--- src/hdl/hfdl_pkg.sv ---
// Shared constants, codes and state types of the fractional delay line.
`default_nettype none

package hfdl_pkg;

  localparam int unsigned STORE_DEPTH_DEF   = 131072;
  localparam int unsigned SAMPLE_BITS_DEF   = 24;
  localparam int unsigned FRACTION_BITS_DEF = 16;

  localparam int unsigned ACTION_W       = 2;
  localparam int unsigned CFG_W          = 18;
  localparam int unsigned RAW_INDEX_W    = 17;
  localparam int unsigned DELAY_INT_BITS = 17;
  localparam int unsigned LEN_MIN        = 4;
  localparam int unsigned FETCH_TAPS     = 4;

  typedef enum logic [ACTION_W-1:0] {
    ACT_WRITE  = 2'd0,
    ACT_INTERP = 2'd1,
    ACT_RAW    = 2'd2,
    ACT_CLEAR  = 2'd3
  } hfdl_action_t;

  typedef enum logic [2:0] {
    ST_CLEAR,
    ST_IDLE,
    ST_MOD,
    ST_BASE,
    ST_FETCH,
    ST_CALC,
    ST_RAW,
    ST_DONE
  } hfdl_state_t;

  typedef enum logic [2:0] {
    STEP_IDLE,
    STEP_COEF,
    STEP_M1,
    STEP_A1,
    STEP_M2,
    STEP_A2,
    STEP_M3,
    STEP_A3
  } hfdl_step_t;

endpackage

`default_nettype wire

--- src/hdl/hfdl_interp.sv ---
// Four-point Hermite interpolator: Horner chain on one shared multiplier.
`default_nettype none

module hfdl_interp #(
  parameter int unsigned SAMPLE_BITS   = hfdl_pkg::SAMPLE_BITS_DEF,
  parameter int unsigned FRACTION_BITS = hfdl_pkg::FRACTION_BITS_DEF
) (
  input  logic                            clk,
  input  logic                            rst_n,
  input  logic                            start,
  input  logic signed [SAMPLE_BITS-1:0]   samp_a,
  input  logic signed [SAMPLE_BITS-1:0]   samp_b,
  input  logic signed [SAMPLE_BITS-1:0]   samp_c,
  input  logic signed [SAMPLE_BITS-1:0]   samp_d,
  input  logic        [FRACTION_BITS-1:0] frac,
  output logic                            done,
  output logic signed [SAMPLE_BITS-1:0]   result
);
  import hfdl_pkg::*;

  localparam int unsigned CW = SAMPLE_BITS + 4;
  localparam int unsigned TW = SAMPLE_BITS + 6;
  localparam int unsigned PW = SAMPLE_BITS + FRACTION_BITS + 7;
  localparam int unsigned RW = PW - FRACTION_BITS - 1;

  localparam logic signed [PW-1:0] RND_HALF = PW'(1) <<< (FRACTION_BITS - 1);
  localparam logic signed [PW-1:0] RND_ONE  = PW'(1) <<< FRACTION_BITS;
  localparam logic signed [RW-1:0] SAT_MAX  = RW'({1'b0, {(SAMPLE_BITS-1){1'b1}}});
  localparam logic signed [RW-1:0] SAT_MIN  = ~SAT_MAX;

  hfdl_step_t step_r, step_nxt;
  logic       done_r, done_nxt;

  logic signed [CW-1:0]          a2_r, a2_nxt;
  logic signed [CW-1:0]          b2_r, b2_nxt;
  logic signed [CW-1:0]          s2_r, s2_nxt;
  logic signed [TW-1:0]          t_r, t_nxt;
  logic signed [PW-1:0]          prod_r, prod_nxt;
  logic signed [SAMPLE_BITS-1:0] res_r, res_nxt;

  logic signed [CW-1:0]            ea, eb, ec, ed;
  logic signed [TW-1:0]            mul_op;
  logic signed [FRACTION_BITS:0]   frac_s;
  logic signed [PW-1:0]            prod_c;
  logic signed [PW-1:0]            acc;
  logic signed [RW-1:0]            rnd;

  assign ea     = CW'(samp_a);
  assign eb     = CW'(samp_b);
  assign ec     = CW'(samp_c);
  assign ed     = CW'(samp_d);
  assign frac_s = {1'b0, frac};

  // One multiplier serves all three Horner steps.
  assign mul_op = (step_r == STEP_M1) ? TW'(a2_r) : t_r;
  assign prod_c = PW'(mul_op) * PW'(frac_s);

  always_comb begin
    step_nxt = step_r;
    done_nxt = 1'b0;
    a2_nxt   = a2_r;
    b2_nxt   = b2_r;
    s2_nxt   = s2_r;
    t_nxt    = t_r;
    prod_nxt = prod_r;
    res_nxt  = res_r;
    acc      = '0;
    rnd      = '0;
    case (step_r)
      STEP_IDLE: begin
        if (start) begin
          step_nxt = STEP_COEF;
        end
      end
      STEP_COEF: begin
        // twice the cubic coefficients, the quadratic one negated
        a2_nxt   = ed - ea + (eb - ec) + ((eb - ec) <<< 1);
        b2_nxt   = ed - (ea <<< 1) + (eb <<< 2) + eb - (ec <<< 2);
        s2_nxt   = ec - ea;
        step_nxt = STEP_M1;
      end
      STEP_M1: begin
        prod_nxt = prod_c;
        step_nxt = STEP_A1;
      end
      STEP_A1: begin
        acc      = prod_r - (PW'(b2_r) <<< FRACTION_BITS) + RND_HALF;
        t_nxt    = TW'(acc >>> FRACTION_BITS);
        step_nxt = STEP_M2;
      end
      STEP_M2: begin
        prod_nxt = prod_c;
        step_nxt = STEP_A2;
      end
      STEP_A2: begin
        acc      = prod_r + (PW'(s2_r) <<< FRACTION_BITS) + RND_HALF;
        t_nxt    = TW'(acc >>> FRACTION_BITS);
        step_nxt = STEP_M3;
      end
      STEP_M3: begin
        prod_nxt = prod_c;
        step_nxt = STEP_A3;
      end
      STEP_A3: begin
        acc = prod_r + (PW'(samp_b) <<< (FRACTION_BITS + 1)) + RND_ONE;
        rnd = RW'(acc >>> (FRACTION_BITS + 1));
        if (rnd > SAT_MAX) begin
          res_nxt = SAMPLE_BITS'(SAT_MAX);
        end else if (rnd < SAT_MIN) begin
          res_nxt = SAMPLE_BITS'(SAT_MIN);
        end else begin
          res_nxt = SAMPLE_BITS'(rnd);
        end
        done_nxt = 1'b1;
        step_nxt = STEP_IDLE;
      end
      default: begin
        step_nxt = STEP_IDLE;
      end
    endcase
  end

  always_ff @(posedge clk) begin
    if (!rst_n) begin
      step_r <= STEP_IDLE;
      done_r <= 1'b0;
    end else begin
      step_r <= step_nxt;
      done_r <= done_nxt;
    end
  end

  always_ff @(posedge clk) begin
    a2_r   <= a2_nxt;
    b2_r   <= b2_nxt;
    s2_r   <= s2_nxt;
    t_r    <= t_nxt;
    prod_r <= prod_nxt;
    res_r  <= res_nxt;
  end

  assign done   = done_r;
  assign result = res_r;

endmodule

`default_nettype wire

--- config.mk ---
export PLATFORM = sky130hd
export DESIGN_NAME = hfdl_interp
export DESIGN_NICKNAME = d
export VERILOG_FILES = /design/src/hdl/hfdl_pkg.sv /design/src/hdl/hfdl_interp.sv
export SDC_FILE = /design/constraint.sdc
export NUM_CORES = 2
export LEC_CHECK = 0
export ABC_AREA = 1
export BUFFER_PORTS_ARGS = -buffer_cell sky130_fd_sc_hd__buf_2
export CAP_MARGIN = 20
export CORE_MARGIN = 3
export CORE_UTILIZATION = 48
export CTS_BUF_LIST = sky130_fd_sc_hd__clkbuf_8
export CTS_CLUSTER_SIZE = 20
export DETAILED_ROUTE_END_ITERATION = 12
export PLACE_DENSITY = 0.69
export SLEW_MARGIN = 20
export SYNTH_ARGS = -nofsm -noshare
export SYNTH_HDL_FRONTEND = slang
export SYNTH_SLANG_ARGS = --single-unit
--- constraint.sdc ---
create_clock -name clk -period 6.5 [get_ports clk]
set_clock_uncertainty 0.15 [all_clocks]
set_input_delay 0.65 -clock clk [delete_from_list [all_inputs] [get_ports clk]]
set_output_delay 0.65 -clock clk [all_outputs]
set_load 0.01 [all_outputs]
**After elaboration in Yosys (flattened, before gate mapping)**

Cells that the tools add are included.

- Flip-flop bits (word level): 186
- Input bits: 115
- Word-level logic and storage cells: 43

- Eq/ne operators: 8
- Muxes and demuxes: 6
- $mul: 1
- Add/subtract/negate cells: 15
- $lt $le $gt $ge: 2
- Reductions and logical operators: 3

Operators with widths:

| cell | number |
|---|---|
| $add 46x17->46 const B | 2 |
| $sub 24x24->25 | 3 |
| $pmux 30 s2 | 1 |
| $add 26x26->27 | 2 |
| $add 47x18->47 const B | 1 |
| $add 47x41->47 | 1 |
| $mul 30x17->47 | 1 |
| $add 46x41->46 | 1 |
| $sub 46x44->46 | 1 |
| $gt 30x24->1 const B | 1 |
| $lt 30x24->1 const B | 1 |
| $mux 30 | 1 |
| $add 27x24->28 | 1 |
| $sub 28x26->28 | 1 |
| $add 25x25->26 | 1 |
| $sub 24x25->26 | 1 |
| $mux 24 | 1 |
| $pmux 3 s8 | 1 |
| $eq 3x3->1 const B | 4 |
| $eq 3x2->1 const B | 2 |
| $eq 3x1->1 const B | 1 |
| $logic_not 3->1 | 1 |
| $mux 3 | 1 |
| $reduce_or 3->1 | 1 |
| 3 further kinds | 3 |

**Logic depth before layout (Yosys ltp)**

- Word-level depth: 4
- Gate-level depth with buffers: 33
- Mapped depth without buffers: 31

**Worst setup path before layout**

Ideal clock, no wire load.

- Path type: reg-to-reg
- Start: register step_r[0]
- End: register prod_r[46], data pin
- Slack: -0.179 ns
- Data required time: 6.089 ns
- Buffers on the path: 1
- Cell stages (with the launch flop): 29
- Data arrival time: 6.269 ns
- Cells stage by stage: dfxtp_1 inv_1 ha_1 inv_1 nor2_1 inv_1 or2_2 clkbuf_1 nand2_1 inv_1 nand2_1 fa_1 fa_1 inv_1 fa_1 fa_1 fa_1 inv_1 fa_1 inv_1 ha_1 a21o_1 a31oi_1 o21ai_0 a21oi_1 nand3_1 nand2_1 nand3_1 xor2_1

- Longest elaborated chain between the ends: 3

Ends and longest elaborated chain:

| item | RTL line | RTL |
|---|---|---|
| start, declared | hfdl_interp.sv:31 | `hfdl_step_t step_r, step_nxt;` |
| start signal, assigned | hfdl_interp.sv:128 | `step_r <= step_nxt;` |
| $eq 3x2->1 | hfdl_interp.sv:55 | `assign mul_op = (step_r == STEP_M1) ? TW'(a2_r) : t_r;` |
| $mux 30 | hfdl_interp.sv:55 |  |
| $mul 30x17->47 | hfdl_interp.sv:56 | `assign prod_c = PW'(mul_op) * PW'(frac_s);` |
| via prod_c[46] | hfdl_interp.sv:44 | `logic signed [PW-1:0] prod_c;` |
| end signal, assigned | hfdl_interp.sv:138 | `prod_r <= prod_nxt;` |
| end, declared | hfdl_interp.sv:38 | `logic signed [PW-1:0] prod_r, prod_nxt;` |

The timed path passes the listed nets, and every way through them passes these cells.
A chain may end at the register's enable or synchronous reset.

**Final worst setup path**

- Start: register step_r[0]
- End: register prod_r[39], data pin

The elaborated chain is that of the path after synthesis.

==> impl_metrics.ini <==
[run_status]
run_status = finished, violations left
failed_checks = negative setup slack

[synth]
ys_async_sr_fraction_pct = 0
yosysUniqueCellTypes = 50
synth_flop_cell = edfxtp_1
synth_area_sq_um = 38900
synth_edf_count = 180
ys_seq_area_share_pct = 14.1
syn_avg_cell_area_sq_um = 7.79
synth_warnings = 0
syn_nets = 6054
netlist_instances = 4995
synth-seq-cells = 184

[sta]
min_period_over_period_pct = 105
max_freq_ghz = 0.147
finalHoldViolCount = 0
period_needed_ns = 6.82
worstMarginPinSlew_ns = 0.976
setup_viol_count_final = 29
fin_ws_ns = -0.319
drv_slew = 0
rsz0062_at_grt = true
max_slew_margin_pct = 34.9

[min_path]
min_path_type = input port to flip-flop

[floorplan]
core_area_sq_um = 79600
die_h_um = 291
fp-row-count = 103
io_pins = 140
die-area_sq_um = 84500
start_util_pct = 48.9
dieWidth_um = 291

[final_layout]
final_nets = 6592
layout-drive-gt1-share_pct = 18.4
syn2layout_area_growth_pct = 19.5
stdcell_count = 6599

[placed_design]
dpl.hpwl_um = 114000
place_inst = 6490
gp_congestion = 1.03
numPortBuffers = 139

[global_routing]
first_global_vias = 35400
grtUsageTotal_pct = 31.5
grt_max_degree = 72
gr-total-overflow = 0
grt_pass1_wl_um = 204000
antenna_found_initial = 5

[routing]
drtIter0Drc = 3239
num_vias = 35400
drc = 0
via_per_inst = 5.37
antenna_left = 0
routed_wl_um = 133000
routedWlPerCell_um = 20.2
detail_route.first_pass.iterations = 6

[clock_tree]
path_clk_slew_ns = 0.11
insertion_delay_ns = 0.54
clock_sinks = 184
cts_buffers = 17
cts_buffer_depth = 2
cts_tree = done
cts-hold-fix-buffers = 0
htreeDepth = 4
cts-root-buf = clkbuf_8

[worst_setup_path]
cpPeakStageDelay_ns = 0.60
critPathKind = flip-flop to flip-flop
slowest_stage = fa_1
cp_common_cell = fa_1
worstPathRequired_ns = 6.63
end_kind = flip-flop
startpoint_type = flip-flop
crit_fanout = 8
cp_data_arrival_time_ns = 6.95

[run]
drv_cap = 0
[cell type report]
type,instances,area (sq um)
flip-flops and latches,184,5490
repair buffers,597,4620
multi-input cells,3566,30300
fillers,7297,33100
diodes,3,7.51
inverters,1167,4420
clock buffers,17,234
well taps,1050,1310
clock inverters,15,164
[cells in the mapped netlist, types with 3 or more instances]
cell type	number	area share (%)
edfxtp_1	180	14
o21bai_1	37	0.71
inv_1	1163	11
dfxtp_1	4	0.21
a21o_1	33	0.64
and2_1	7	0.11
o21ai_2	11	0.25
o21ai_0	214	2.8
clkbuf_1	56	0.54
xnor2_1	56	1.3
and3_1	4	0.064
o21a_1	9	0.17
buf_1	5	0.048
buf_6	5	0.14
a211oi_1	3	0.058
a221oi_1	3	0.068
nor2_1	493	4.8
nand3_1	161	2.1
or2_2	35	0.56
nand2_2	9	0.14
fa_1	588	30
o21ai_1	11	0.14
clkinv_1	3	0.029
buf_2	12	0.15
nor3_1	32	0.41
a21boi_0	13	0.25
nand3b_1	7	0.14
nand4_1	34	0.55
xor2_1	107	2.4
a31oi_1	31	0.50
nor4_1	19	0.31
o211ai_1	3	0.058
nand2_1	977	9.4
a21oi_1	291	3.7
ha_1	356	11
[metrics by stage]
stage,instance area [sq um],utilization (%),setup TNS (ns),hold WS [ns],worst slack (ns)
after global routing,46500,58.4,-11.53,0.222,-0.530
after global placement,43700,54.9,-13.90,0.474,-0.802
after floorplan,38900,-,-0.0587,0.340,-0.0289
after CTS,45900,57.7,-3.87,0.206,-0.325
after detailed placement,43700,54.9,-16.07,0.497,-0.821
final,46500,58.4,-4.62,0.242,-0.319
[cells in the final DEF (no fill, tap or decap), types with 9 or more instances in the layout]
cell type,synthesis,final
inv_1,1163,1089
nand2_1,977,934
fa_1,588,570
nor2_1,493,442
buf_4,0,396
ha_1,356,321
a21oi_1,291,261
edfxtp_1,180,180
o21ai_0,214,168
nand3_1,161,151
buf_2,12,139
xor2_1,107,105
inv_2,1,66
xnor2_1,56,55
nand2_2,9,45
nor2_2,2,36
nand4_1,34,34
o21bai_1,37,34
buf_6,5,34
a21o_1,33,33
o21ai_1,11,30
ha_4,0,30
nor3_1,32,27
or2_2,35,26
buf_12,0,25
a21oi_2,1,24
a31oi_1,31,23
o21ai_2,11,22
fa_2,0,18
nor2_4,0,17
clkbuf_8,0,17
o21ai_4,0,16
nor4_1,19,15
nand3_2,2,11
a21boi_0,13,10
o21a_1,9,9
or2_4,0,9
[state kept, by name, indices dropped and copies added (netlist names)]
name	count
s2_r	25
prod_r	46
b2_r	28
done	1
t_r	30
result	24
a2_r	27
step_r	3
[path summary, 6_finish.rpt]
path                          start                     end  slack (ns)  cells after the start
min reg2reg  step_r[1]$_SDFFE_PN0P_  step_r[1]$_SDFFE_PN0P_        0.54                      3
max reg2reg  step_r[0]$_SDFFE_PN0P_    prod_r[39]$_DFFE_PP_       -0.32                     29
max          step_r[0]$_SDFFE_PN0P_    prod_r[39]$_DFFE_PP_       -0.32                     29
min                           rst_n  step_r[1]$_SDFFE_PN0P_        0.24                      3
[critical path: cells and delay by family (launching register included)]
family | cells | cell delay (ns)
adders and majority gates | 8 | 3.51
buffers and inverters | 10 | 1.04
AOI/OAI and AO/OA | 4 | 0.80
and+or+nand+nor | 7 | 0.73
DFF | 1 | 0.35
[per-layer routing]
| metal | track usage (%) | part of all wire, % | up-vias | wire length (um) |
|---|---|---|---|---|
| li1 | - | - | 16500 | - |
| met1 | 45.1 | 43 | 17000 | 57100 |
| met2 | 47.2 | 43 | 1612 | 57500 |
| met3 | 6.51 | 9.8 | 252 | 13000 |
| met4 | 11.7 | 4.3 | 8 | 5740 |
| met5 | 0 | 0.039 | - | 52 |
[cells by family (layout without fill, tap and decap cells)]
group	Yosys count	after routing	share of synthesized area, %
AND/OR/NAND/NOR	1784	1784	18.7
XOR/XNOR	163	163	3.67
flip-flops	184	184	14.1
buffers and inverters	1245	1796	12.1
adder cells (fa/ha/maj)	944	944	41.7
AO/OA/AOI/OAI	675	675	9.71
other	0	3	0
[timing repair]
| item | CTS | global route |
|---|---|---|
| buffers inserted | 55 | 19 |
| pin swaps | 76 | 39 |
| cloned | 2 | 0 |
| resized for setup | 331 | 140 |
| setup endpoints to repair | 34 | 35 |
Power is not shown: default switching activity piles up to over one toggle a cycle in this logic, so the estimate is an artifact.
